--- config.mk ---
export PLATFORM = sky130hd
export DESIGN_NAME = nmwf_cell
export DESIGN_NICKNAME = d
export VERILOG_FILES = /design/src/rtl/nmwf_pkg.sv /design/src/rtl/nmwf_cell.sv
export SDC_FILE = /design/constraint.sdc
export NUM_CORES = 1
export LEC_CHECK = 0
export BUFFER_PORTS_ARGS = -buffer_cell sky130_fd_sc_hd__buf_2
export CORE_AREA = 4 4 204 206
export CTS_BUF_LIST = sky130_fd_sc_hd__clkbuf_8
export CTS_CLUSTER_DIAMETER = 200
export CTS_CLUSTER_SIZE = 12
export DETAILED_ROUTE_END_ITERATION = 8
export DIE_AREA = 0 0 208 210
export HOLD_SLACK_MARGIN = 0.12
export PLACE_DENSITY_LB_ADDON = 0.12
export SYNTH_ARGS = -nofsm -noshare
export SYNTH_HDL_FRONTEND = slang
export SYNTH_SLANG_ARGS = --single-unit
--- constraint.sdc ---
create_clock -name clk -period 59 [get_ports clk]
set_input_delay 17.7 -clock clk [delete_from_list [all_inputs] [get_ports clk]]
set_output_delay 17.7 -clock clk [all_outputs]
set_load 0.05 [all_outputs]
--- src/rtl/nmwf_pkg.sv ---
// nmwf_pkg: sizes, codes, cell handshake types and byte normalization functions
// for the normalized multi-word filter; no dependencies
package nmwf_pkg;

  localparam int NUM_WORDS = 16;
  localparam int MAX_WORD_BYTES = 32;
  localparam int LEN_W = $clog2(MAX_WORD_BYTES + 1);
  localparam int WU_W = 5;
  localparam int MODE_W = 2;
  localparam int STAT_W = 2;

  localparam logic [MODE_W-1:0] MODE_MSG = 2'd0;
  localparam logic [MODE_W-1:0] MODE_BAN = 2'd1;
  localparam logic [MODE_W-1:0] MODE_UNBAN = 2'd2;
  localparam logic [MODE_W-1:0] MODE_OTHER = 2'd3;

  localparam logic [STAT_W-1:0] ST_OK = 2'd0;
  localparam logic [STAT_W-1:0] ST_FULL = 2'd1;
  localparam logic [STAT_W-1:0] ST_LONG = 2'd2;
  localparam logic [STAT_W-1:0] ST_ABSENT = 2'd3;

  typedef logic [7:0] byte_t;
  typedef byte_t [MAX_WORD_BYTES-1:0] window_t;

  typedef struct packed {
    logic [2:0] cnt;
    byte_t [3:0] b;
  } norm_t;

  typedef struct packed {
    logic ban_go;
    logic unban_go;
    logic found_any;
  } cell_cmd_t;

  typedef struct packed {
    logic found;
    logic taken;
  } cell_chain_t;

  function automatic logic is_word(input logic [MODE_W-1:0] m);
    return (m == MODE_BAN) || (m == MODE_UNBAN);
  endfunction

  function automatic logic [2:0] seq_len(input byte_t c);
    if (c[7] == 1'b0) return 3'd1;
    if ((c & 8'hE0) == 8'hC0) return 3'd2;
    if ((c & 8'hF0) == 8'hE0) return 3'd3;
    if ((c & 8'hF8) == 8'hF0) return 3'd4;
    return 3'd0;
  endfunction

  // cyrillic homoglyph to latin: {hit, letter}
  function automatic logic [8:0] glyph(input logic [10:0] cp);
    case (cp)
      11'h425, 11'h445: return {1'b1, 8'h78};
      11'h41E, 11'h43E: return {1'b1, 8'h6F};
      11'h410, 11'h430: return {1'b1, 8'h61};
      11'h421, 11'h441: return {1'b1, 8'h73};
      11'h412, 11'h432: return {1'b1, 8'h76};
      11'h41D, 11'h43D: return {1'b1, 8'h6E};
      11'h420, 11'h440: return {1'b1, 8'h72};
      11'h415, 11'h435: return {1'b1, 8'h65};
      11'h418, 11'h438: return {1'b1, 8'h69};
      11'h423, 11'h443: return {1'b1, 8'h75};
      11'h411, 11'h431: return {1'b1, 8'h62};
      11'h413, 11'h433: return {1'b1, 8'h67};
      11'h414, 11'h434: return {1'b1, 8'h64};
      11'h417, 11'h437: return {1'b1, 8'h7A};
      11'h41A, 11'h43A: return {1'b1, 8'h6B};
      11'h41B, 11'h43B: return {1'b1, 8'h6C};
      11'h41C, 11'h43C: return {1'b1, 8'h6D};
      11'h41F, 11'h43F: return {1'b1, 8'h70};
      11'h422, 11'h442: return {1'b1, 8'h74};
      11'h424, 11'h444: return {1'b1, 8'h66};
      11'h406, 11'h456: return {1'b1, 8'h69};
      default: return 9'd0;
    endcase
  endfunction

  // normalize one complete sequence of n bytes
  function automatic norm_t norm_seq(input byte_t [3:0] s, input logic [2:0] n);
    norm_t r;
    logic [10:0] cp;
    logic [8:0] g;
    r = '0;
    cp = {s[0][4:0], s[1][5:0]};
    g = glyph(cp);
    case (n)
      3'd1: begin
        if (!(s[0] inside {8'h20, 8'h2E, 8'h2D, 8'h5F, 8'h2A})) begin
          r.cnt = 3'd1;
          r.b[0] = (s[0] inside {[8'h41:8'h5A]}) ? s[0] + 8'd32 : s[0];
        end
      end
      3'd2: begin
        if (g[8]) begin
          r.cnt = 3'd1;
          r.b[0] = g[7:0];
        end else if (cp[10:8] == 3'b100) begin
          r.cnt = 3'd2;
          r.b[0] = s[0];
          r.b[1] = s[1];
        end
      end
      3'd3, 3'd4: begin
        r.cnt = n;
        r.b = s;
      end
      default: r = '0;
    endcase
    return r;
  endfunction

  // bytes left behind a truncated lead, normalized again
  function automatic norm_t norm_tail(input byte_t [2:0] pend, input logic [1:0] have);
    norm_t r;
    norm_t a;
    logic [1:0] len;
    logic [2:0] n0;
    r = '0;
    len = (have == 2'd0) ? 2'd0 : have - 2'd1;
    n0 = seq_len(pend[1]);
    if (len == 2'd2 && n0 == 3'd2) begin
      r = norm_seq({16'h0, pend[2], pend[1]}, 3'd2);
    end else begin
      if (len != 2'd0 && n0 == 3'd1) r = norm_seq({24'h0, pend[1]}, 3'd1);
      if (len == 2'd2 && seq_len(pend[2]) == 3'd1) begin
        a = norm_seq({24'h0, pend[2]}, 3'd1);
        if (a.cnt != 3'd0) begin
          r.b[r.cnt[1:0]] = a.b[0];
          r.cnt = r.cnt + 3'd1;
        end
      end
    end
    return r;
  endfunction

endpackage

--- src/rtl/nmwf_cell.sv ---
// nmwf_cell: one word slot, stored newest-byte-first, compared against the
// history window and the staged word; depends on nmwf_pkg
module nmwf_cell (
  input  logic                       clk,
  input  logic                       rst_n,
  input  nmwf_pkg::window_t          hist,
  input  logic [nmwf_pkg::LEN_W-1:0] hcnt,
  input  nmwf_pkg::window_t          stg,
  input  logic [nmwf_pkg::LEN_W-1:0] scnt,
  input  nmwf_pkg::cell_cmd_t        cmd,
  input  nmwf_pkg::cell_chain_t      chain_in,
  output nmwf_pkg::cell_chain_t      chain_out,
  output logic                       hit,
  output logic                       valid_o
);
  import nmwf_pkg::*;

  window_t word_r;
  logic [LEN_W-1:0] len_r;
  logic valid_r;
  logic h_all, s_all, eq_s;

  always_comb begin
    h_all = 1'b1;
    s_all = 1'b1;
    for (int j = 0; j < MAX_WORD_BYTES; j++) begin
      if (LEN_W'(j) < len_r) begin
        if (word_r[j] != hist[j]) h_all = 1'b0;
        if (word_r[j] != stg[j]) s_all = 1'b0;
      end
    end
  end

  assign eq_s = valid_r && (len_r == scnt) && s_all;
  assign hit = valid_r && (len_r != '0) && (len_r <= hcnt) && h_all;
  assign chain_out.found = chain_in.found | eq_s;
  assign chain_out.taken = chain_in.taken | !valid_r;
  assign valid_o = valid_r;

  always_ff @(posedge clk) begin
    if (!rst_n) begin
      valid_r <= 1'b0;
      len_r <= '0;
    end else if (cmd.ban_go && !cmd.found_any && !valid_r && !chain_in.taken) begin
      valid_r <= 1'b1;
      len_r <= scnt;
    end else if (cmd.unban_go && eq_s && !chain_in.found) begin
      valid_r <= 1'b0;
      len_r <= '0;
    end
  end

  always_ff @(posedge clk) begin
    if (cmd.ban_go && !cmd.found_any && !valid_r && !chain_in.taken) word_r <= stg;
  end

endmodule

==> flow_metrics.py <==
metrics = {
    "status": {
        "status": "complete, no violations",
    },
    "clock_tree": {
        "ctsResizeCount": 0,
        "cts_root_buf": "clkbuf_8",
        "cts_setup_buffers": 0,
        "htreeDepth": 1,
        "cts_max_path_buffers": 3,
        "cts.sinks": 263,
        "numCtsBuffers": 25,
        "clk_pin_slew_worst_paths_ns": 0.08,
        "cts_tree": "done",
        "clk_latency_ns": 0.59,
        "hold_buffers": 0,
    },
    "finish": {
        "final_cells": 2229,
        "n_fill_cell": 3840,
        "fin_util_pct": 46.0,
        "area_delta_synth_final_pct": 26.3,
        "final_nets": 2210,
        "drive_gt1_share_pct": 34.2,
    },
    "synthesis": {
        "async_reset_ff_share_pct": 0,
        "synth-edff-count": 256,
        "yosysWarningCount": 0,
        "netlist_top_cells_count": "xor2_1 (386), edfxtp_1 (256), xnor2_1 (132)",
        "ys_seq_area_share_pct": 54.2,
        "syn-num-nets": 1652,
        "postSynthCellCount": 1115,
        "netlist_top_cells_area": "edfxtp_1 (53%), xor2_1 (23%), xnor2_1 (8.0%), nor4_1 (4.3%), a21oi_1 (1.8%)",
        "syn_avg_cell_area_um2": 12.9,
        "synth_top_area_cell": "edfxtp_1",
        "ys_types": 45,
        "ys_ff_latch": 263,
        "synth_top_area_share_pct": 53.3,
        "synthesis.area_um2": 14400,
        "synth_most_common_cell": "xor2_1",
        "synth_ff_type": "edfxtp_1",
    },
    "flow_run": {
        "drv_cap": 0,
    },
    "critical_path": {
        "cp.depth": 9,
        "cp.arrival_ns": 21.01,
        "slowest_delay_ns": 0.88,
        "startpoint_type": "input port",
        "crit_path_cell_trace": "buf_2 -> xor2_1 -> nor4_1 -> a21oi_1 -> nor4_1 -> o2111ai_1 -> or4_1 -> nor4b_2 -> buf_2",
        "crit_path_end_kind": "primary output",
        "cp_data_required_time_ns": 41.30,
        "crit_fanout": 1,
        "worst-setup-path-type": "input port to primary output",
        "crit_buf_inv": 2,
        "ff2ff_path_depth": 8,
        "cp_slowest_cell": "nor4_1",
        "cp_top_family": "simple AND/OR/NAND/NOR gates",
    },
    "die": {
        "core.rowCount": 73,
        "die_h_um": 210,
        "fp.dieW_um": 208,
        "initial_core_util_pct": 36.4,
        "ios": 535,
        "dieArea_um2": 43700,
        "core-area_um2": 39600,
    },
    "placed_design": {
        "gp_congestion": 0.850,
        "dp.cells": 2171,
        "port_buffers": 534,
        "place_hpwl_mm": 40.9,
    },
    "global_route": {
        "grt_max_degree": 150,
        "grt_antenna_before_repair": 26,
        "first_global_vias": 11600,
        "gr-total-overflow": 0,
        "grt_usage_pct": 21.4,
        "grt_first_pass_wirelength_mm": 71.7,
    },
    "detailed_routing": {
        "routed_wl_mm": 49.6,
        "avgViaCountPerCell": 4.88,
        "drc": 0,
        "drt_iter0_drc": 552,
        "vias": 10900,
        "dr.pass1.iters": 5,
        "wl_per_cell_um": 22.3,
        "drtAntennaViolNets": 0,
    },
    "sta": {
        "setup-violations-final": 0,
        "clock.fmax_mhz": 25.8,
        "hold_viol": 0,
        "finClkSkew_ns": 0.0323,
        "slew_headroom_pct": 32.4,
        "finalSetupTns_ns": 0,
        "grt_setup_unrepaired": "false",
        "period_share_pct": 65.6,
        "period_needed_ns": 38.71,
        "worstMarginPinSlew_ns": 1.01,
        "finalMaxSlewViolations": 0,
    },
    "power_and_ir_drop": {
        "powerDensity_nw_per_um2": 20.9,
        "vdd_drop_max_v": 0.0000146,
        "p_leak_nw": 7.30,
    },
    "worst_hold_path": {
        "worstHoldPathCells": 2,
        "worst_hold_path_type": "register to register",
    },
}
[stage by stage]
step                      hold slack, ns  power [mW]  worst slack [ns]  instance area (µm²)
after floorplan                    0.748       0.252             10.53                14400
after global placement             0.699       0.279             20.16                17800
after detailed placement           0.692       0.280             20.14                17800
after CTS                          0.703       0.386             20.13                18200
after global routing               0.722       0.399             20.12                18200
final                              0.699       0.380             20.29                18200
[cell families (layout without fill, tap and decap cells)]
logic type      after synthesis  after routing  synth area share [%]
compound gates              105            105                  4.48
xor+xnor                    518            518                  31.4
fa+ha+maj                     6              6                 0.520
buf+inv                      20            596                 0.694
flops                       263            263                  54.2
other cells                   0             13                     0
simple gates                203            203                  8.61
[power breakdown]
part / leakage, nW / internal, mW / switching (mW)
Sequential: 2.40 / 0.212 / 0.00442
Combinational: 4.61 / 0.0289 / 0.0298
Clock: 0.286 / 0.0396 / 0.0662
Total: 7.30 / 0.280 / 0.100
[registers in the layout (all words and copies together), names as in the netlist]
name and cells:
len_r 6, valid_o 1, word_r 256
[tightest hold or removal path, stage by stage, from the launching register on]
cell	delay, ns
dfxtp_1	0.43
o21ai_0	0.20
a21oi_1	0.04
[worst paths after layout]
path,from,to,slack [ns]
max,hist[215],hit,20.29
min reg2reg,valid_o$_SDFFE_PN0P_,valid_o$_SDFFE_PN0P_,0.70
max reg2reg,len_r[5]$_SDFFE_PN0P_,len_r[2]$_SDFFE_PN0P_,55.48
min,valid_o$_SDFFE_PN0P_,valid_o$_SDFFE_PN0P_,0.70
[final cells by class]
cell class | count | area, µm² | area share, %
antenna | 13 | 32.5 | 0.178
clock buffer | 25 | 344 | 1.89
clock inverter | 20 | 75.1 | 0.412
inverter | 8 | 30.0 | 0.165
multi-input combinational | 832 | 6510 | 35.7
sequential | 263 | 7830 | 42.9
tap | 525 | 657 | 3.60
timing repair buffer | 543 | 2750 | 15.1
[routing by layer]
metal / vias up / wire [µm] / track usage [%]
met4: 26 / 757 / 4.19
met2: 384 / 25000 / 38.3
li1: 5220 / - / -
met1: 5187 / 19800 / 26.1
met3: 69 / 3870 / 6.21
met5: - / 188 / 0
[cell usage in the layout (no fill, tap or decap), types with 8 or more instances in the layout]
| master | synthesis | final |
|---|---|---|
| a21oi_1 | 51 | 51 |
| a22oi_1 | 9 | 9 |
| buf_2 | 2 | 534 |
| buf_4 | 0 | 8 |
| clkbuf_8 | 0 | 25 |
| diode_2 | 0 | 13 |
| edfxtp_1 | 256 | 256 |
| inv_1 | 8 | 28 |
| nand2_1 | 18 | 18 |
| nand4_1 | 37 | 37 |
| nor2_1 | 11 | 11 |
| nor4_1 | 100 | 100 |
| o21ai_0 | 12 | 12 |
| xnor2_1 | 132 | 132 |
| xor2_1 | 386 | 386 |
Note: power is estimated with default switching activity, not from simulation.
